**src/hw/rtl/ssce_pkg.sv**
```systemverilog
// Package with the shared constants, types and state codes of the subset-sum enumerator.
package ssce_pkg;

    localparam int MAX_ITEMS_DEF   = 12;
    localparam int VALUE_LIMIT_DEF = 1023;

    localparam int VAL_W    = 10;
    localparam int MULT_W   = 4;
    localparam int SUM_W    = 14;
    localparam int PROD_W   = VAL_W + MULT_W;
    localparam int X_W      = SUM_W + 1;
    localparam int DATA_W   = 16;

    localparam logic              KIND_LOAD = 1'b0;
    localparam logic              KIND_NEXT = 1'b1;
    localparam logic [MULT_W-1:0] MULT_MAX  = 4'd15;

    typedef enum logic [1:0] {
        STAT_TERM    = 2'd0,
        STAT_NO_MORE = 2'd1,
        STAT_NONE    = 2'd2
    } t_status;

    typedef struct packed {
        t_status              status;
        logic [VAL_W-1:0]     value;
        logic [MULT_W-1:0]    count;
        logic                 last;
    } t_result;

    typedef enum logic [3:0] {
        S_IDLE,
        S_LD_RD,
        S_LD_CMP,
        S_TOP,
        S_EVAL,
        S_DECIDE,
        S_ADV,
        S_POP_STK,
        S_POP_SET,
        S_END,
        S_EM_STK,
        S_EM_SET,
        S_EM_OUT
    } t_state;

endpackage

```
**src/hw/rtl/ssce_ram.sv**
```systemverilog
// Synchronous memory with one write port and one registered read port.
module ssce_ram #(
    parameter  int DEPTH = 12,
    parameter  int WIDTH = 8,
    localparam int AW    = (DEPTH > 1) ? $clog2(DEPTH) : 1
) (
    input  logic             i_clk,
    input  logic             i_we,
    input  logic [AW-1:0]    i_waddr,
    input  logic [WIDTH-1:0] i_wdata,
    input  logic             i_re,
    input  logic [AW-1:0]    i_raddr,
    output logic [WIDTH-1:0] o_rdata
);

    logic [WIDTH-1:0] r_mem [DEPTH];
    logic [WIDTH-1:0] r_rdata;

    always_ff @(posedge i_clk) begin
        if (i_we) begin
            r_mem[i_waddr] <= i_wdata;
        end
    end

    always_ff @(posedge i_clk) begin
        if (i_re) begin
            r_rdata <= r_mem[i_raddr];
        end
    end

    assign o_rdata = r_rdata;

endmodule

```
**src/hw/rtl/ssce_outreg.sv**
```systemverilog
// Output register holding one result item until the downstream side takes it.
module ssce_outreg (
    input  logic                     i_clk,
    input  logic                     i_rst_n,
    input  logic                     i_push,
    input  ssce_pkg::t_result        i_result,
    output logic                     o_free,
    output logic                     o_m_tvalid,
    input  logic                     i_m_tready,
    output logic [ssce_pkg::DATA_W-1:0] o_m_tdata,
    output logic [1:0]               o_m_tuser,
    output logic                     o_m_tlast
);

    logic              r_valid;
    logic              n_valid;
    ssce_pkg::t_result r_res;

    assign o_free  = !r_valid || i_m_tready;
    assign n_valid = i_push || (r_valid && !i_m_tready);

    always_ff @(posedge i_clk) begin
        if (!i_rst_n) begin
            r_valid <= 1'b0;
        end else begin
            r_valid <= n_valid;
        end
    end

    always_ff @(posedge i_clk) begin
        if (i_push) begin
            r_res <= i_result;
        end
    end

    assign o_m_tvalid = r_valid;
    assign o_m_tdata  = {{(ssce_pkg::DATA_W - ssce_pkg::PROD_W){1'b0}}, r_res.count, r_res.value};
    assign o_m_tuser  = r_res.status;
    assign o_m_tlast  = r_res.last;

endmodule

```
**src/hw/rtl/subset_sum_combination_enumerator_unit.sv**
```systemverilog
// Top level of the subset-sum enumerator: search sequencer, set and stack memories.
//
//  channel  | direction | handshake              | payload
//  s        | in        | i_s_tvalid/o_s_tready  | tdata value,first; tuser kind
//  m        | out       | o_m_tvalid/i_m_tready  | tdata term_value,term_count; tuser status; tlast
//  cfg      | in        | i_cfg_valid/o_cfg_ready| target_sum
//
// A load compares its value with each stored distinct value in turn, in S_LD_RD and S_LD_CMP,
// and appends it if it is new; a load of zero is accepted without a search.
// A request runs for a data-dependent time made of search steps (S_TOP, S_EVAL, S_DECIDE,
// S_ADV), popped levels (S_POP_STK, S_POP_SET) and emitted terms (S_EM_STK to S_EM_OUT).
// Reset is synchronous and clears the control state; the memories need no clearing.
// A stalled output holds the sequencer only while a result is waiting to be placed.
module subset_sum_combination_enumerator_unit #(
    parameter int MAX_ITEMS   = ssce_pkg::MAX_ITEMS_DEF,
    parameter int VALUE_LIMIT = ssce_pkg::VALUE_LIMIT_DEF
) (
    input  logic                        i_clk,
    input  logic                        i_rst_n,
    input  logic                        i_s_tvalid,
    output logic                        o_s_tready,
    input  logic [ssce_pkg::DATA_W-1:0] i_s_tdata,   // value[9:0], first[10], zero
    input  logic                        i_s_tuser,   // kind[0]
    output logic                        o_m_tvalid,
    input  logic                        i_m_tready,
    output logic [ssce_pkg::DATA_W-1:0] o_m_tdata,   // term_value[9:0], term_count[13:10], zero
    output logic [1:0]                  o_m_tuser,   // status[1:0]
    output logic                        o_m_tlast,
    input  logic                        i_cfg_valid,
    output logic                        o_cfg_ready,
    input  logic [ssce_pkg::SUM_W-1:0]  i_cfg_data
);

    localparam int CW    = $clog2(MAX_ITEMS + 1);
    localparam int AW    = (MAX_ITEMS > 1) ? $clog2(MAX_ITEMS) : 1;
    localparam int VW    = ssce_pkg::VAL_W;
    localparam int MW    = ssce_pkg::MULT_W;
    localparam int SW    = ssce_pkg::SUM_W;
    localparam int XW    = ssce_pkg::X_W;
    localparam int PW    = ssce_pkg::PROD_W;
    localparam int LIM_W = 17;
    localparam int SET_W = VW + MW;
    localparam int STK_W = CW + MW;

    ssce_pkg::t_state  r_state, n_state;
    logic [SW-1:0]     r_target;
    logic [CW-1:0]     r_dcount, n_dcount;
    logic [CW-1:0]     r_depth, n_depth;
    logic [SW-1:0]     r_psum, n_psum;
    logic              r_found, n_found;
    logic              r_started, n_started;
    logic [CW-1:0]     r_tidx, n_tidx;
    logic [MW-1:0]     r_tcnt, n_tcnt;
    logic [VW-1:0]     r_tval, n_tval;
    logic [CW-1:0]     r_nidx, n_nidx;
    logic [VW-1:0]     r_val, n_val;
    logic [MW-1:0]     r_ecnt, n_ecnt;
    logic [XW-1:0]     r_x, n_x;

    logic              set_we, set_re, stk_we, stk_re;
    logic [AW-1:0]     set_waddr, set_raddr, stk_waddr, stk_raddr;
    logic [SET_W-1:0]  set_wdata, set_rdata;
    logic [STK_W-1:0]  stk_wdata, stk_rdata;
    logic [VW-1:0]     set_rval;
    logic [MW-1:0]     set_rmult;
    logic [CW-1:0]     stk_ridx;
    logic [MW-1:0]     stk_rcnt;

    logic              in_acc;
    logic              in_kind, in_first;
    logic [VW-1:0]     in_val;
    logic              in_bad;
    logic              out_free, out_push;
    ssce_pkg::t_result out_res;
    logic [PW-1:0]     w_prod, w_pop_prod;
    logic [CW-1:0]     w_tidx_inc;
    logic [CW-1:0]     w_top_addr, w_below_addr;
    logic              w_hit, w_push, w_has_next, w_last_term;

    assign o_s_tready  = (r_state == ssce_pkg::S_IDLE);
    assign o_cfg_ready = 1'b1;
    assign in_acc      = i_s_tvalid && o_s_tready;
    assign in_kind     = i_s_tuser;
    assign in_val      = i_s_tdata[VW-1:0];
    assign in_first    = i_s_tdata[VW];
    assign in_bad      = (in_val == '0) ||
                         (LIM_W'(in_val) > LIM_W'(VALUE_LIMIT));

    assign {set_rval, set_rmult} = set_rdata;
    assign {stk_ridx, stk_rcnt}  = stk_rdata;

    assign w_prod       = r_tval * r_tcnt;
    assign w_pop_prod   = set_rval * r_tcnt;
    assign w_tidx_inc   = r_tidx + CW'(1);
    assign w_top_addr   = r_depth - CW'(1);
    assign w_below_addr = r_depth - CW'(2);
    assign w_has_next   = (w_tidx_inc < r_dcount);
    assign w_hit        = (r_x == XW'(r_target));
    assign w_push       = (r_x < XW'(r_target)) && w_has_next && (r_depth < CW'(MAX_ITEMS));
    assign w_last_term  = (r_nidx == (r_depth - CW'(1)));

    // Next state.
    always_comb begin
        n_state = r_state;
        unique case (r_state)
            ssce_pkg::S_IDLE: begin
                if (in_acc) begin
                    if (in_kind == ssce_pkg::KIND_LOAD) begin
                        n_state = in_bad ? ssce_pkg::S_IDLE : ssce_pkg::S_LD_RD;
                    end else if (!r_started) begin
                        n_state = (r_dcount == '0) ? ssce_pkg::S_END : ssce_pkg::S_TOP;
                    end else begin
                        n_state = (r_depth == '0) ? ssce_pkg::S_END : ssce_pkg::S_ADV;
                    end
                end
            end
            ssce_pkg::S_LD_RD: begin
                n_state = (r_nidx < r_dcount) ? ssce_pkg::S_LD_CMP : ssce_pkg::S_IDLE;
            end
            ssce_pkg::S_LD_CMP: begin
                n_state = (set_rval == r_val) ? ssce_pkg::S_IDLE : ssce_pkg::S_LD_RD;
            end
            ssce_pkg::S_TOP:  n_state = ssce_pkg::S_EVAL;
            ssce_pkg::S_EVAL: n_state = ssce_pkg::S_DECIDE;
            ssce_pkg::S_DECIDE: begin
                if (w_hit) begin
                    n_state = ssce_pkg::S_EM_STK;
                end else if (w_push) begin
                    n_state = ssce_pkg::S_TOP;
                end else begin
                    n_state = ssce_pkg::S_ADV;
                end
            end
            ssce_pkg::S_ADV: begin
                if (r_tcnt > MW'(1)) begin
                    n_state = ssce_pkg::S_EVAL;
                end else if (w_has_next) begin
                    n_state = ssce_pkg::S_TOP;
                end else if (r_depth == CW'(1)) begin
                    n_state = ssce_pkg::S_END;
                end else begin
                    n_state = ssce_pkg::S_POP_STK;
                end
            end
            ssce_pkg::S_POP_STK: n_state = ssce_pkg::S_POP_SET;
            ssce_pkg::S_POP_SET: n_state = ssce_pkg::S_ADV;
            ssce_pkg::S_END: begin
                if (out_free) begin
                    n_state = ssce_pkg::S_IDLE;
                end
            end
            ssce_pkg::S_EM_STK: n_state = ssce_pkg::S_EM_SET;
            ssce_pkg::S_EM_SET: n_state = ssce_pkg::S_EM_OUT;
            ssce_pkg::S_EM_OUT: begin
                if (out_free) begin
                    n_state = w_last_term ? ssce_pkg::S_IDLE : ssce_pkg::S_EM_STK;
                end
            end
            default: n_state = ssce_pkg::S_IDLE;
        endcase
    end

    // Datapath, memory accesses and result placement.
    always_comb begin
        n_dcount  = r_dcount;
        n_depth   = r_depth;
        n_psum    = r_psum;
        n_found   = r_found;
        n_started = r_started;
        n_tidx    = r_tidx;
        n_tcnt    = r_tcnt;
        n_tval    = r_tval;
        n_nidx    = r_nidx;
        n_val     = r_val;
        n_ecnt    = r_ecnt;
        n_x       = r_x;
        set_we    = 1'b0;
        set_waddr = r_dcount[AW-1:0];
        set_wdata = {r_val, MW'(1)};
        set_re    = 1'b0;
        set_raddr = r_nidx[AW-1:0];
        stk_we    = 1'b0;
        stk_waddr = w_top_addr[AW-1:0];
        stk_wdata = {r_tidx, r_tcnt};
        stk_re    = 1'b0;
        stk_raddr = r_nidx[AW-1:0];
        out_push  = 1'b0;
        out_res   = '{status: ssce_pkg::STAT_TERM, value: set_rval, count: r_ecnt,
                      last: w_last_term};
        unique case (r_state)
            ssce_pkg::S_IDLE: begin
                if (in_acc) begin
                    if (in_kind == ssce_pkg::KIND_LOAD) begin
                        if (in_first) begin
                            n_dcount = '0;
                        end
                        n_started = 1'b0;
                        n_found   = 1'b0;
                        n_depth   = '0;
                        n_psum    = '0;
                        n_val     = in_val;
                        n_nidx    = '0;
                    end else if (!r_started) begin
                        n_started = 1'b1;
                        n_psum    = '0;
                        n_nidx    = '0;
                        if (r_dcount == '0) begin
                            n_depth = '0;
                        end else begin
                            n_depth   = CW'(1);
                            set_re    = 1'b1;
                            set_raddr = '0;
                        end
                    end
                end
            end
            ssce_pkg::S_LD_RD: begin
                if (r_nidx < r_dcount) begin
                    set_re = 1'b1;
                end else if (r_dcount < CW'(MAX_ITEMS)) begin
                    set_we   = 1'b1;
                    n_dcount = r_dcount + CW'(1);
                end
            end
            ssce_pkg::S_LD_CMP: begin
                if (set_rval == r_val) begin
                    set_we    = (set_rmult != ssce_pkg::MULT_MAX);
                    set_waddr = r_nidx[AW-1:0];
                    set_wdata = {set_rval, set_rmult + MW'(1)};
                end else begin
                    n_nidx = r_nidx + CW'(1);
                end
            end
            ssce_pkg::S_TOP: begin
                n_tidx    = r_nidx;
                n_tcnt    = set_rmult;
                n_tval    = set_rval;
                stk_we    = 1'b1;
                stk_wdata = {r_nidx, set_rmult};
            end
            ssce_pkg::S_EVAL: begin
                n_x = XW'(r_psum) + XW'(w_prod);
            end
            ssce_pkg::S_DECIDE: begin
                if (w_hit) begin
                    n_found = 1'b1;
                    n_nidx  = '0;
                end else if (w_push) begin
                    n_psum    = r_x[SW-1:0];
                    n_depth   = r_depth + CW'(1);
                    n_nidx    = w_tidx_inc;
                    set_re    = 1'b1;
                    set_raddr = w_tidx_inc[AW-1:0];
                end
            end
            ssce_pkg::S_ADV: begin
                if (r_tcnt > MW'(1)) begin
                    n_tcnt    = r_tcnt - MW'(1);
                    stk_we    = 1'b1;
                    stk_wdata = {r_tidx, r_tcnt - MW'(1)};
                end else if (w_has_next) begin
                    n_nidx    = w_tidx_inc;
                    set_re    = 1'b1;
                    set_raddr = w_tidx_inc[AW-1:0];
                end else begin
                    n_depth = r_depth - CW'(1);
                    if (r_depth != CW'(1)) begin
                        stk_re    = 1'b1;
                        stk_raddr = w_below_addr[AW-1:0];
                    end
                end
            end
            ssce_pkg::S_POP_STK: begin
                n_tidx    = stk_ridx;
                n_tcnt    = stk_rcnt;
                set_re    = 1'b1;
                set_raddr = stk_ridx[AW-1:0];
            end
            ssce_pkg::S_POP_SET: begin
                n_tval = set_rval;
                n_psum = r_psum - SW'(w_pop_prod);
            end
            ssce_pkg::S_END: begin
                out_push = out_free;
                out_res  = '{status: (r_found ? ssce_pkg::STAT_NO_MORE : ssce_pkg::STAT_NONE),
                             value: '0, count: '0, last: 1'b1};
            end
            ssce_pkg::S_EM_STK: begin
                stk_re = 1'b1;
            end
            ssce_pkg::S_EM_SET: begin
                n_ecnt    = stk_rcnt;
                set_re    = 1'b1;
                set_raddr = stk_ridx[AW-1:0];
            end
            ssce_pkg::S_EM_OUT: begin
                out_push = out_free;
                if (out_free) begin
                    n_nidx = r_nidx + CW'(1);
                end
            end
            default: begin
                out_push = 1'b0;
            end
        endcase
    end

    always_ff @(posedge i_clk) begin
        if (!i_rst_n) begin
            r_state   <= ssce_pkg::S_IDLE;
            r_target  <= '0;
            r_dcount  <= '0;
            r_depth   <= '0;
            r_psum    <= '0;
            r_found   <= 1'b0;
            r_started <= 1'b0;
        end else begin
            r_state   <= n_state;
            r_dcount  <= n_dcount;
            r_depth   <= n_depth;
            r_psum    <= n_psum;
            r_found   <= n_found;
            r_started <= n_started;
            if (i_cfg_valid && o_cfg_ready) begin
                r_target <= i_cfg_data;
            end
        end
    end

    always_ff @(posedge i_clk) begin
        r_tidx <= n_tidx;
        r_tcnt <= n_tcnt;
        r_tval <= n_tval;
        r_nidx <= n_nidx;
        r_val  <= n_val;
        r_ecnt <= n_ecnt;
        r_x    <= n_x;
    end

    ssce_ram #(
        .DEPTH (MAX_ITEMS),
        .WIDTH (SET_W)
    ) u_set_ram (
        .i_clk   (i_clk),
        .i_we    (set_we),
        .i_waddr (set_waddr),
        .i_wdata (set_wdata),
        .i_re    (set_re),
        .i_raddr (set_raddr),
        .o_rdata (set_rdata)
    );

    ssce_ram #(
        .DEPTH (MAX_ITEMS),
        .WIDTH (STK_W)
    ) u_stack_ram (
        .i_clk   (i_clk),
        .i_we    (stk_we),
        .i_waddr (stk_waddr),
        .i_wdata (stk_wdata),
        .i_re    (stk_re),
        .i_raddr (stk_raddr),
        .o_rdata (stk_rdata)
    );

    ssce_outreg u_outreg (
        .i_clk      (i_clk),
        .i_rst_n    (i_rst_n),
        .i_push     (out_push),
        .i_result   (out_res),
        .o_free     (out_free),
        .o_m_tvalid (o_m_tvalid),
        .i_m_tready (i_m_tready),
        .o_m_tdata  (o_m_tdata),
        .o_m_tuser  (o_m_tuser),
        .o_m_tlast  (o_m_tlast)
    );

`ifndef ASSERT_OFF
    a_dcount_max: assert property (@(posedge i_clk) disable iff (!i_rst_n)
        r_dcount <= CW'(MAX_ITEMS))
        else $error("distinct count exceeds the set size");

    a_depth_bound: assert property (@(posedge i_clk) disable iff (!i_rst_n)
        r_depth <= r_dcount)
        else $error("search depth exceeds the distinct count");

    a_last_idle: assert property (@(posedge i_clk) disable iff (!i_rst_n)
        (out_push && out_res.last) |=> (r_state == ssce_pkg::S_IDLE))
        else $error("sequencer busy after the final result item");

    a_push_free: assert property (@(posedge i_clk) disable iff (!i_rst_n)
        out_push |-> out_free)
        else $error("result placed while the output register is occupied");
`endif

endmodule

```
**config.mk**
```make
export PLATFORM = sky130hd
export DESIGN_NAME = subset_sum_combination_enumerator_unit
export DESIGN_NICKNAME = d
export VERILOG_FILES = /design/src/hw/rtl/ssce_pkg.sv /design/src/hw/rtl/ssce_ram.sv /design/src/hw/rtl/ssce_outreg.sv /design/src/hw/rtl/subset_sum_combination_enumerator_unit.sv
export SDC_FILE = /design/constraint.sdc
export NUM_CORES = 1
export LEC_CHECK = 0
export BUFFER_PORTS_ARGS = -buffer_cell sky130_fd_sc_hd__buf_4
export CELL_PAD_IN_SITES_DETAIL_PLACEMENT = 0
export CELL_PAD_IN_SITES_GLOBAL_PLACEMENT = 1
export CORE_MARGIN = 2
export CORE_UTILIZATION = 40
export DETAILED_ROUTE_END_ITERATION = 8
export PLACE_DENSITY_LB_ADDON = 0.12
export SETUP_SLACK_MARGIN = 0.02
export SLEW_MARGIN = 20
export SYNTH_ARGS = -nofsm -noshare
export SYNTH_HDL_FRONTEND = slang
export SYNTH_SLANG_ARGS = --single-unit
```
**constraint.sdc**
```tcl
create_clock -name i_clk -period 4.5 [get_ports i_clk]
set_input_delay 0.225 -clock i_clk [delete_from_list [all_inputs] [get_ports i_clk]]
set_output_delay 0.225 -clock i_clk [all_outputs]
set_load 0.05 [all_outputs]
```
After elaboration in Yosys (flattened, before gate mapping) --
Memories as Yosys holds them, arrays and structs flattened. A register that Yosys moved wholly into a read port is not among the register bits. Cells that the tools add are included. W data, S select, Z words.
Storage, ports and cells: flip-flop bits (word level) 111, latch bits 0, memory bits (writable) 264, bits in read-only memories 0, bits of input ports 36, output and inout port bits 22, logic and storage cells 202, memories 2
Memories:
- u_set_ram.r_mem | words 12, width 14, read ports 1, clocked after memory_dff 1, write ports 1, RTL line ssce_ram.sv:16 | logic [WIDTH-1:0] r_mem [DEPTH];
- u_stack_ram.r_mem | words 12, width 8, read ports 1, clocked after memory_dff 1, write ports 1, RTL line ssce_ram.sv:16
Operators by class: add/subtract/negate cells 10, multiply operators 2, div/mod/pow operators 0, magnitude comparators 6, equal/unequal tests 33, shift operators 0, muxes and demuxes 98, bitwise logic cells 1, reductions and logical operators 31
Operator list (number):
- $mux W4 | 46
- $mux W14 | 7
- $pmux W4 S13 | 1
- $pmux W14 S3 | 1
- $mul A10 B4 Y14 | 2
- $mux W1 | 28
- $ne A2 B2 Y1 const B | 12
- $pmux W4 S3 | 2
- $add A4 B1 Y4 const B | 5
- $eq A4 B4 Y1 const B | 5
- $pmux W4 S5 | 1
- $eq A4 B3 Y1 const B | 4
- $pmux W4 S2 | 2
- $pmux W4 S4 | 1
- $pmux W8 S2 | 1
- $add A14 B14 Y15 | 1
- $eq A15 B14 Y1 | 1
- $lt A15 B14 Y1 | 1
- $sub A14 B14 Y14 | 1
- $logic_not A4 Y1 | 3
- $eq A10 B10 Y1 | 1
- $logic_not A10 Y1 | 1
- $reduce_and A5 Y1 | 2
- $reduce_bool A3 Y1 | 3
- 28 further kinds | 49

Logic depth before layout (Yosys ltp) --
Gate-level depths: netlist (run 1).
depth in word-level cells 7, depth in mapped cells 18, depth with buffers taken out 16

By module --
From an unflattened synthesis (run 1), not the netlist that was laid out.
Second synthesis, totals: cell total of the unflattened synthesis 1517, area, all modules 20183.1 sq um
Modules (own cells, without submodules):
- subset_sum_combination_enumerator_unit | instances 1, cells an instance 1010, area each 8730.9 sq um, seq. area each 2372.3 sq um
- ssce_ram at u_set_ram | instances 1, cells an instance 301, area each 6920.4 sq um, seq. area each 5465.2 sq um
- ssce_ram at u_stack_ram | instances 1, cells an instance 182, area each 3953.8 sq um, seq. area each 3123.0 sq um
- ssce_outreg | instances 1, cells an instance 24, area each 578.1 sq um, seq. area each 530.5 sq um

Worst setup path after synthesis (run 1) --
Ideal clock, no wire load.
path type reg2reg, from reg r_tcnt[2], to reg r_psum[13], setup time 59 ps, data arrival time 4423 ps, data required time 4441 ps, path slack 18 ps, cell stages (with the launch flop) 17, buffers on the path 2, period minus slack after synthesis 4482 ps, path through edfxtp_1 -> clkbuf_1 -> clkbuf_1 -> nand2_1 -> fa_1 -> inv_1 -> fa_1 -> fa_1 -> inv_1 -> ha_1 -> and2_1 -> a22o_1 -> a311o_1 -> a31oi_1 -> o21ai_0 -> a2111oi_0 -> o31a_1
On the way: longest elaborated chain between the ends 3
Ends and longest elaborated chain:
- from (decl) | RTL line subset_sum_combination_enumerator_unit.sv:53 | logic [MW-1:0] r_tcnt, n_tcnt;
- from (signal assigned) | RTL line subset_sum_combination_enumerator_unit.sv:332 | r_tcnt <= n_tcnt;
- $mul A10 B4 Y14 | RTL line subset_sum_combination_enumerator_unit.sv:93 | assign w_pop_prod = set_rval * r_tcnt;
- $sub A14 B14 Y14 | RTL line subset_sum_combination_enumerator_unit.sv:281 | n_psum = r_psum - SW'(w_pop_prod);
- $pmux W14 S3 | RTL line subset_sum_combination_enumerator_unit.sv:190 | unique case (r_state)
- to (signal assigned) | RTL line subset_sum_combination_enumerator_unit.sv:321 | r_psum <= n_psum;
- to (decl) | RTL line subset_sum_combination_enumerator_unit.sv:49 | logic [SW-1:0] r_psum, n_psum;
Every way passes these cells. A chain may end at the register's enable or synchronous reset.

Final worst setup path (run 1) --
from reg r_tcnt[1], to reg r_x[13] (data pin)
On the way: longest elaborated chain between the ends 2
Ends and longest elaborated chain:
- $mul A10 B4 Y14 | RTL line subset_sum_combination_enumerator_unit.sv:92 | assign w_prod = r_tval * r_tcnt;
- $add A14 B14 Y15 | RTL line subset_sum_combination_enumerator_unit.sv:242 | n_x = XW'(r_psum) + XW'(w_prod);
- to (signal assigned) | RTL line subset_sum_combination_enumerator_unit.sv:337 | r_x <= n_x;
- to (decl) | RTL line subset_sum_combination_enumerator_unit.sv:58 | logic [XW-1:0] r_x, n_x;
Every way passes these cells.

==> run summary, run 1 <==
## Outcome
- **status** completed

## Logic synthesis
- **Cells after Synth** 1645
- **distinct cell type count after synthesis** 85
- **cell taking the most area after synthesis** sky130_fd_sc_hd__edfxtp_1
- **sequential-to-total area share from yosys stat** 0.5561
- **share of the synthesized area in the top cell type** 0.5144
- **share of flip-flops with an asynchronous set or reset** 0
- **Post-synth EDFFs** 354
- **Syn. warnings** 0
- **most area-consuming cells after synthesis** sky130_fd_sc_hd__edfxtp_1 51%, sky130_fd_sc_hd__fa_1 5.2%, sky130_fd_sc_hd__ha_1 4.9%, sky130_fd_sc_hd__dfxtp_1 4.2%, sky130_fd_sc_hd__mux2i_1 3.6%
- **synthesized area** 0.02066 sq mm
- **post-synthesis register bit count** 397
- **average instance area after synthesis** 12.56 sq um
- **Post-synth top flop** sky130_fd_sc_hd__edfxtp_1
- **most used standard cells in the synthesized netlist** 354 x sky130_fd_sc_hd__edfxtp_1, 144 x sky130_fd_sc_hd__nand2_1, 124 x sky130_fd_sc_hd__inv_1, 81 x sky130_fd_sc_hd__ha_1, 75 x sky130_fd_sc_hd__mux2i_1
- **dominant cell by count in the synthesized netlist** sky130_fd_sc_hd__edfxtp_1

## Global route
- **number of global-route vias before repair** 13220
- **pin count of the biggest net entering global routing** 44
- **initial antenna violation count** 2
- **overall overflow remaining after global route** 0
- **first-pass GRT wire length** 79650 um
- **total global routing track utilization** 0.1981

## Drt
- **Routed Antenna Nets** 0
- **count of TritonRoute iterations in the first routing pass** 4
- **Via-to-Cell Ratio** 5.223
- **wire per inst** 21.06 um
- **detailed router's first-iteration violation count** 681
- **Total Routed Length** 52460 um
- **vias** 13010
- **remaining routing DRC violations** 0

## Timing
- **Max Slew Vio Count** 0
- **final critical-path share of the clock period** 0.9461
- **total of endpoints with negative setup slack in the final report** 0
- **Worst Skew** 14.28 ps
- **accumulated negative setup slack** 0 ps
- **actual transition at the worst max-transition pin** 1072 ps
- **setup slack after layout** 242.8 ps
- **highest clock frequency the design can meet** 234.9 MHz
- **unrepaired setup endpoints after global routing** yes
- **final period demand of the worst path** 4257 ps
- **number of endpoints with negative hold slack in the final report** 0
- **worst slew slack as a fraction of its limit** 0.2835

## Critical path
- **data required time of the critical path** 4820 ps
- **cell with the largest stage delay on the worst path** sky130_fd_sc_hd__fa_1
- **maximum fanout along the worst path** 7
- **startpoint types** register
- **Worst Reg2Reg Path Length in Cells** 19
- **slack of the worst reg-to-reg path** 240 ps
- **source of the worst register-to-register timing path** r_tcnt[1]
- **biggest cell delay along the critical path** 470 ps
- **buffers plus inverters on the worst setup path** 5
- **cell chain of the critical path** buf_12 > buf_4 > and2_1 > ha_1 > ha_1 > inv_1 > fa_1 > inv_1 > fa_2 > a21o_1 > a21oi_2 > o21bai_1 > a21oi_1 > buf_4 > nor2b_1 > o21a_1 > o31a_1 > o41ai_2 > xnor2_1
- **endpoint type of the worst setup path** register
- **WP data arrival** 4570 ps
- **category of the most critical setup path** reg2reg
- **reg-to-reg endpoint** r_x[13]
- **number of cells on the critical path** 19
- **kind of cell adding the most delay to the critical path** adder cells

## Worst hold path
- **HP Start** i_cfg_valid
- **worst hold path cell count** 3
- **endpoint with the worst hold slack** r_target[4]
- **worst min-delay path category** in2reg

## Pwr
- **fraction of power consumed by combinational cells** 0.444
- **Worst VDD drop** 0.2838 mV
- **internal power** 9544 uW
- **leak pwr** 0.009130 uW
- **sequential group share of total power** 0.319
- **relative contribution of the clock network to total power** 0.236
- **total power per unit cell area** 633.4 mW/mm^2
- **power dissipated by switching net loads** 5710 uW
- **Sw Ratio** 0.3743

## Die
- **number of primary I/O pins** 58
- **row count** 83
- **area of the placeable core** 0.05120 sq mm
- **initial standard-cell utilization of the core** 0.4036
- **height of the die** 231.3 um
- **floorplan die width** 231.3 um
- **die area** 0.05350 sq mm

## Layout
- **Inserted Diodes** 0
- **final std cells w/o fill** 2491
- **fraction of final layout cells with drive strength greater than 1** 0.1673
- **synthesis-to-layout area growth** 16.53%
- **area of all placed cells without fillers** 0.02408 sq mm
- **Final nets** 1946
- **share of the core filled with cells in the final layout** 0.4703
- **final-layout fill cell count** 4593

## Job
- **max-capacitance violation count** 0

## Clock tree
- **root buffer cell** sky130_fd_sc_hd__clkbuf_16
- **maximum clock path buffer count** 3
- **clock slew at the register clock pins of the worst setup and hold paths** 60 ps
- **TritonCTS Buffers** 45
- **source-to-sink clock delay at the later pin of the worst-skew pair** 580 ps
- **clk sink count** 397
- **number of levels the H-tree was split into** 2
- **CTS tree** built

## Place
- **instance area at placement** 0.02227 sq mm
- **count of port buffers added during placement** 49
- **routability congestion estimate from global placement** 0.8262
- **Detail Placement HPWL** 37090 um
- **Placement Setup Slack** 47.43 ps
- **count of placed standard cells including taps** 2379

-- cell families after synthesis --
family,after synthesis,share of synthesized area
flip-flops,397,0.5561
AO/OA/AOI/OAI,275,0.09621
adder cells (fa/ha/maj),135,0.1014
other,2,0.0003634
buffers and inverters,210,0.04323
XOR/XNOR,55,0.02331
AND/OR/NAND/NOR,440,0.1072
multiplexers,131,0.07229
-- power by group through the flow --
stage	Clock [uW]	Combinational, uW	Sequential, uW
2_1_floorplan	0	4830	4770
3_3_place_gp	0	6660	4950
3_5_place_dp	0	6690	4950
4_1_cts	3720	6750	4870
5_1_grt	3850	7560	4910
6_report	3610	6780	4870
-- cell usage in the layout, fill, tap and decap left out, types with 13 or more instances in the layout --
| cell | instances |
|---|---|
| sky130_fd_sc_hd__ha_1 | 78 |
| sky130_fd_sc_hd__a21oi_1 | 58 |
| sky130_fd_sc_hd__clkbuf_16 | 46 |
| sky130_fd_sc_hd__fa_1 | 53 |
| sky130_fd_sc_hd__o21ai_0 | 47 |
| sky130_fd_sc_hd__edfxtp_1 | 354 |
| sky130_fd_sc_hd__a31oi_1 | 15 |
| sky130_fd_sc_hd__nor2b_1 | 25 |
| sky130_fd_sc_hd__nor2_1 | 67 |
| sky130_fd_sc_hd__mux2_2 | 35 |
| sky130_fd_sc_hd__dfxtp_1 | 43 |
| sky130_fd_sc_hd__buf_4 | 138 |
| sky130_fd_sc_hd__xor2_1 | 27 |
| sky130_fd_sc_hd__nand2_1 | 144 |
| sky130_fd_sc_hd__and2_0 | 14 |
| sky130_fd_sc_hd__and2_1 | 69 |
| sky130_fd_sc_hd__nand3_1 | 48 |
| sky130_fd_sc_hd__mux2i_1 | 72 |
| sky130_fd_sc_hd__xnor2_1 | 28 |
| sky130_fd_sc_hd__a211oi_1 | 17 |
| sky130_fd_sc_hd__a22oi_1 | 15 |
| sky130_fd_sc_hd__dlygate4sd3_1 | 26 |
| sky130_fd_sc_hd__o211ai_1 | 18 |
| sky130_fd_sc_hd__nor3_1 | 13 |
| sky130_fd_sc_hd__inv_1 | 124 |
-- sequential cells by signal (all words and copies together), names as in the netlist, 2 cells and up --
name                 flops
r_nidx                   4
r_tidx                   4
u_set_ram.o_rdata       14
r_state                  4
u_stack_ram.r_mem       96
u_set_ram.r_mem        168
u_outreg.o_m_tuser       2
r_val                   10
u_stack_ram.o_rdata      8
r_dcount                 4
r_target                14
r_tval                  10
r_depth                  4
r_psum                  14
r_x                     15
r_tcnt                   4
u_outreg.o_m_tdata      14
r_ecnt                   4
-- worst min-delay path, delay by kind of cell --
family        cells  cell delay, ps
buf+inv           1             190
mux               1             160
simple gates      1              50
-- through the flow --
step | hold slack [ps] | power, uW
CTS | 83.33 | 15340
floorplan | 323.9 | 9600
detailed placement | 417.0 | 11640
global placement | 415.4 | 11610
finish | 114.9 | 15250
global route | 109.0 | 16310
-- cell type report --
class                   count  area [sq um]  area share
inverters                 124         465.4     0.01933
flip-flops and latches    397         11490      0.4772
repair buffers            168          1376     0.05715
clock inverters            30         286.5     0.01190
multi-input cells        1039          8433      0.3502
well taps                 680         850.8     0.03533
clock buffers              53          1177     0.04889
-- worst max-delay path by stage --
stage	endpoint	slack, ps	startpoint
final	r_x[13]	240	r_tcnt[1]
after global routing	r_x[13]	-0.3	r_tcnt[1]
after CTS	r_psum[13]	30	r_tcnt[1]
after detailed placement	r_psum[13]	50	r_tcnt[1]
after global placement	r_psum[13]	40	r_tcnt[1]
after floorplan	r_psum[13]	60	r_tcnt[3]
-- per-layer routing --
layer | vias to the layer above | share of wire | global-route usage
met4 | 0 | 0.037 | 0.07681
met3 | 72 | 0.033 | 0.02584
li1 | 6222 | - | -
met5 | - | 0 | 0
met2 | 236 | 0.49 | 0.3347
met1 | 6480 | 0.45 | 0.2591
-- what timing repair did --
| action | in CTS | in global routing |
|---|---|---|
| hold endpoints to repair | 26 | 0 |
| buffers inserted | 0 | 3 |
| pin swaps | 0 | 6 |
| setup endpoints to repair | 1 | 4 |
| hold buffers | 26 | 0 |
| gates resized for setup | 1 | 13 |
No activity file was read; power rests on OpenSTA's default activity.
==> run 2, diff against run 1 <==
Settings changed: REMOVE_ABC_BUFFERS set to 1.
==> run 2 against run 1 <==
Net effect:
- first-iteration DRC count is 2.9% higher
- power up 1.6%
- sequential share of layout area shrank 0.23 points
- non-clock buffer count down 11
- combinational power is essentially flat
- critical path type unchanged
- highest routed layer unchanged
- flip-flop and latch count did not move
==> run summary, run 2 (synthesized netlist as in run 1, its figures left out) <==
## Place
- **count of placed standard cells including taps** 2362, was 2379
- **Placement Setup Slack** 26.81 ps, was 47.43 ps
- **count of port buffers added during placement** 49, unchanged
- **Detail Placement HPWL** 34940 um, was 37090 um
- **routability congestion estimate from global placement** 0.8205, was 0.8262

## Global route
- **overall overflow remaining after global route** 0, unchanged
- **number of global-route vias before repair** 13010, was 13220
- **first-pass GRT wire length** 77850 um, was 79650 um
- **initial antenna violation count** 0, was 2
- **total global routing track utilization** 0.1916, was 0.1981
- **pin count of the biggest net entering global routing** 44, unchanged

## Drt
- **vias** 12960, was 13010
- **Routed Antenna Nets** 0, unchanged
- **detailed router's first-iteration violation count** 701, was 681
- **count of TritonRoute iterations in the first routing pass** 5, was 4
- **Total Routed Length** 51070 um, was 52460 um
- **remaining routing DRC violations** 0, unchanged
- **Via-to-Cell Ratio** 5.217, was 5.223
- **wire per inst** 20.57 um, was 21.06 um

## Clock tree
- **TritonCTS Buffers** 46, was 45
- **clk sink count** 397, unchanged
- **CTS tree** built, unchanged
- **maximum clock path buffer count** 3, unchanged
- **source-to-sink clock delay at the later pin of the worst-skew pair** 580 ps, about the same
- **number of levels the H-tree was split into** 2, unchanged
- **root buffer cell** sky130_fd_sc_hd__clkbuf_16, unchanged
- **clock slew at the register clock pins of the worst setup and hold paths** 70 ps, was 60 ps

## Pwr
- **Worst VDD drop** 0.3746 mV, was 0.2838 mV
- **total power per unit cell area** 640.4 mW/mm^2, was 633.4 mW/mm^2
- **leak pwr** 0.009145 uW, was 0.009130 uW

## Layout
- **commonest non-fill, non-tap cell in the layout** sky130_fd_sc_hd__edfxtp_1, unchanged
- **leading registers by flop count** u_set_ram.r_mem (168), u_stack_ram.r_mem (96), r_x (15), unchanged
- **register name with the most flops** u_set_ram.r_mem, unchanged
- **max reg flops** 168, unchanged
- **synthesis-to-layout area growth** 17.09%, was 16.53%
- **final-layout fill cell count** 4581, was 4593
- **commonest non-fill, non-tap cells in the layout** 354 x sky130_fd_sc_hd__edfxtp_1, 144 x sky130_fd_sc_hd__nand2_1, 124 x sky130_fd_sc_hd__inv_1, was 354 x sky130_fd_sc_hd__edfxtp_1, 144 x sky130_fd_sc_hd__nand2_1, 138 x sky130_fd_sc_hd__buf_4
- **Final nets** 1936, was 1946
- **final std cells w/o fill** 2483, was 2491
- **fraction of final layout cells with drive strength greater than 1** 0.1626, was 0.1673
- **share of the core filled with cells in the final layout** 0.4726, was 0.4703

## Critical path
- **cell with the largest stage delay on the worst path** sky130_fd_sc_hd__fa_1, unchanged
- **category of the most critical setup path** reg2reg, unchanged
- **data required time of the critical path** 4820 ps, about the same
- **biggest cell delay along the critical path** 510 ps, was 470 ps
- **startpoint types** register, unchanged
- **WP data arrival** 4650 ps, was 4570 ps
- **endpoint type of the worst setup path** register, unchanged
- **buffers plus inverters on the worst setup path** 5, unchanged
- **kind of cell adding the most delay to the critical path** adder cells, unchanged
- **cell chain of the critical path** buf_6 > clkbuf_16 > and2_1 > fa_1 > fa_1 > inv_1 > fa_1 > inv_1 > ha_4 > inv_1 > o21bai_1 > a21oi_2 > nor2b_1 > o21a_1 > o31a_1 > o41ai_2 > xnor2_1, was buf_12 > buf_4 > and2_1 > ha_1 > ha_1 > inv_1 > fa_1 > inv_1 > fa_2 > a21o_1 > a21oi_2 > o21bai_1 > a21oi_1 > buf_4 > nor2b_1 > o21a_1 > o31a_1 > o41ai_2 > xnor2_1
- **maximum fanout along the worst path** 6, was 7

## Worst hold path
- **worst min-delay path category** in2reg, unchanged

## Die
- **height of the die** 231.3 um, unchanged
- **row count** 83, unchanged
- **floorplan die width** 231.3 um, unchanged
- **number of primary I/O pins** 58, unchanged
- **initial standard-cell utilization of the core** 0.4036, unchanged
- **area of the placeable core** 0.05120 sq mm, unchanged
- **die area** 0.05350 sq mm, unchanged

## Timing
- **Worst Skew** 19.81 ps, was 14.28 ps
- **unrepaired setup endpoints after global routing** yes, unchanged
- **number of endpoints with negative hold slack in the final report** 0, unchanged
- **final period demand of the worst path** 4328 ps, was 4257 ps
- **highest clock frequency the design can meet** 231.0 MHz, was 234.9 MHz
- **setup slack after layout** 171.7 ps, was 242.8 ps
- **accumulated negative setup slack** 0 ps, unchanged
- **post-route worst hold slack** 28.14 ps, was 114.9 ps
- **total of endpoints with negative setup slack in the final report** 0, unchanged
- **worst slew slack as a fraction of its limit** 0.2859, was 0.2835
- **Max Slew Vio Count** 0, unchanged
- **actual transition at the worst max-transition pin** 1070 ps, was 1072 ps
- **final critical-path share of the clock period** 0.9618, was 0.9461

## Job
- **max-capacitance violation count** 0, unchanged

## Outcome
- **status** completed, unchanged

-- run 2: timing repair --
action,CTS,global route
endpoints found under the setup margin,2,2
resized for setup,2,14
hold endpoints to repair,25,0
pin swaps,0,15
setup buffers,0,8
cloned,0,2
hold buffers,25,0
-- run 2: worst min-delay path, cell delays in order --
cell and delay, ps:
sky130_fd_sc_hd__buf_4 110, sky130_fd_sc_hd__nor2b_1 80, sky130_fd_sc_hd__nand2_1 60, sky130_fd_sc_hd__a21boi_0 70
-- run 2: where the power goes --
group          internal, uW  switching (uW)
clock network          2350            1520
logic                  2920            3850
registers              4520             338
total                  9790            5710
-- run 2: worst paths after layout --
path                                from    endpoint  slack [ps]  depth (start not counted)
setup reg to reg               r_tcnt[1]     r_x[13]         170                         17
setup / recovery               r_tcnt[1]     r_x[13]         170                         17
hold / removal                i_m_tready  r_state[2]          30                          4
hold reg to reg   u_stack_ram.o_rdata[0]   r_ecnt[0]         450                          0
-- run 2: routing by layer --
layer,vias up,wire length [um],track usage
li1,6205,-,-
met1,6473,23370,0.2652
met2,218,24890,0.3188
met3,59,1890,0.02657
met4,0,916,0.04597
met5,-,0,0
-- run 2: area by class of cell --
class	count	area [sq um]	share of cell area
multi-input cells	1039	8447	0.3491
clock inverters	30	387.9	0.01603
flip-flops and latches	397	11490	0.4749
diodes	1	2.502	0.0001034
well taps	680	850.8	0.03516
clock buffers	55	1185	0.04897
inverters	124	465.4	0.01924
repair buffers	157	1368	0.05652
-- run 2: stage by stage --
stage	cell area, sq um	power, uW
after detailed placement	22160	11510
after global placement	22160	11500
final	24200	15500
after global routing	24190	16560
after CTS	23990	15490
after floorplan	20240	9446
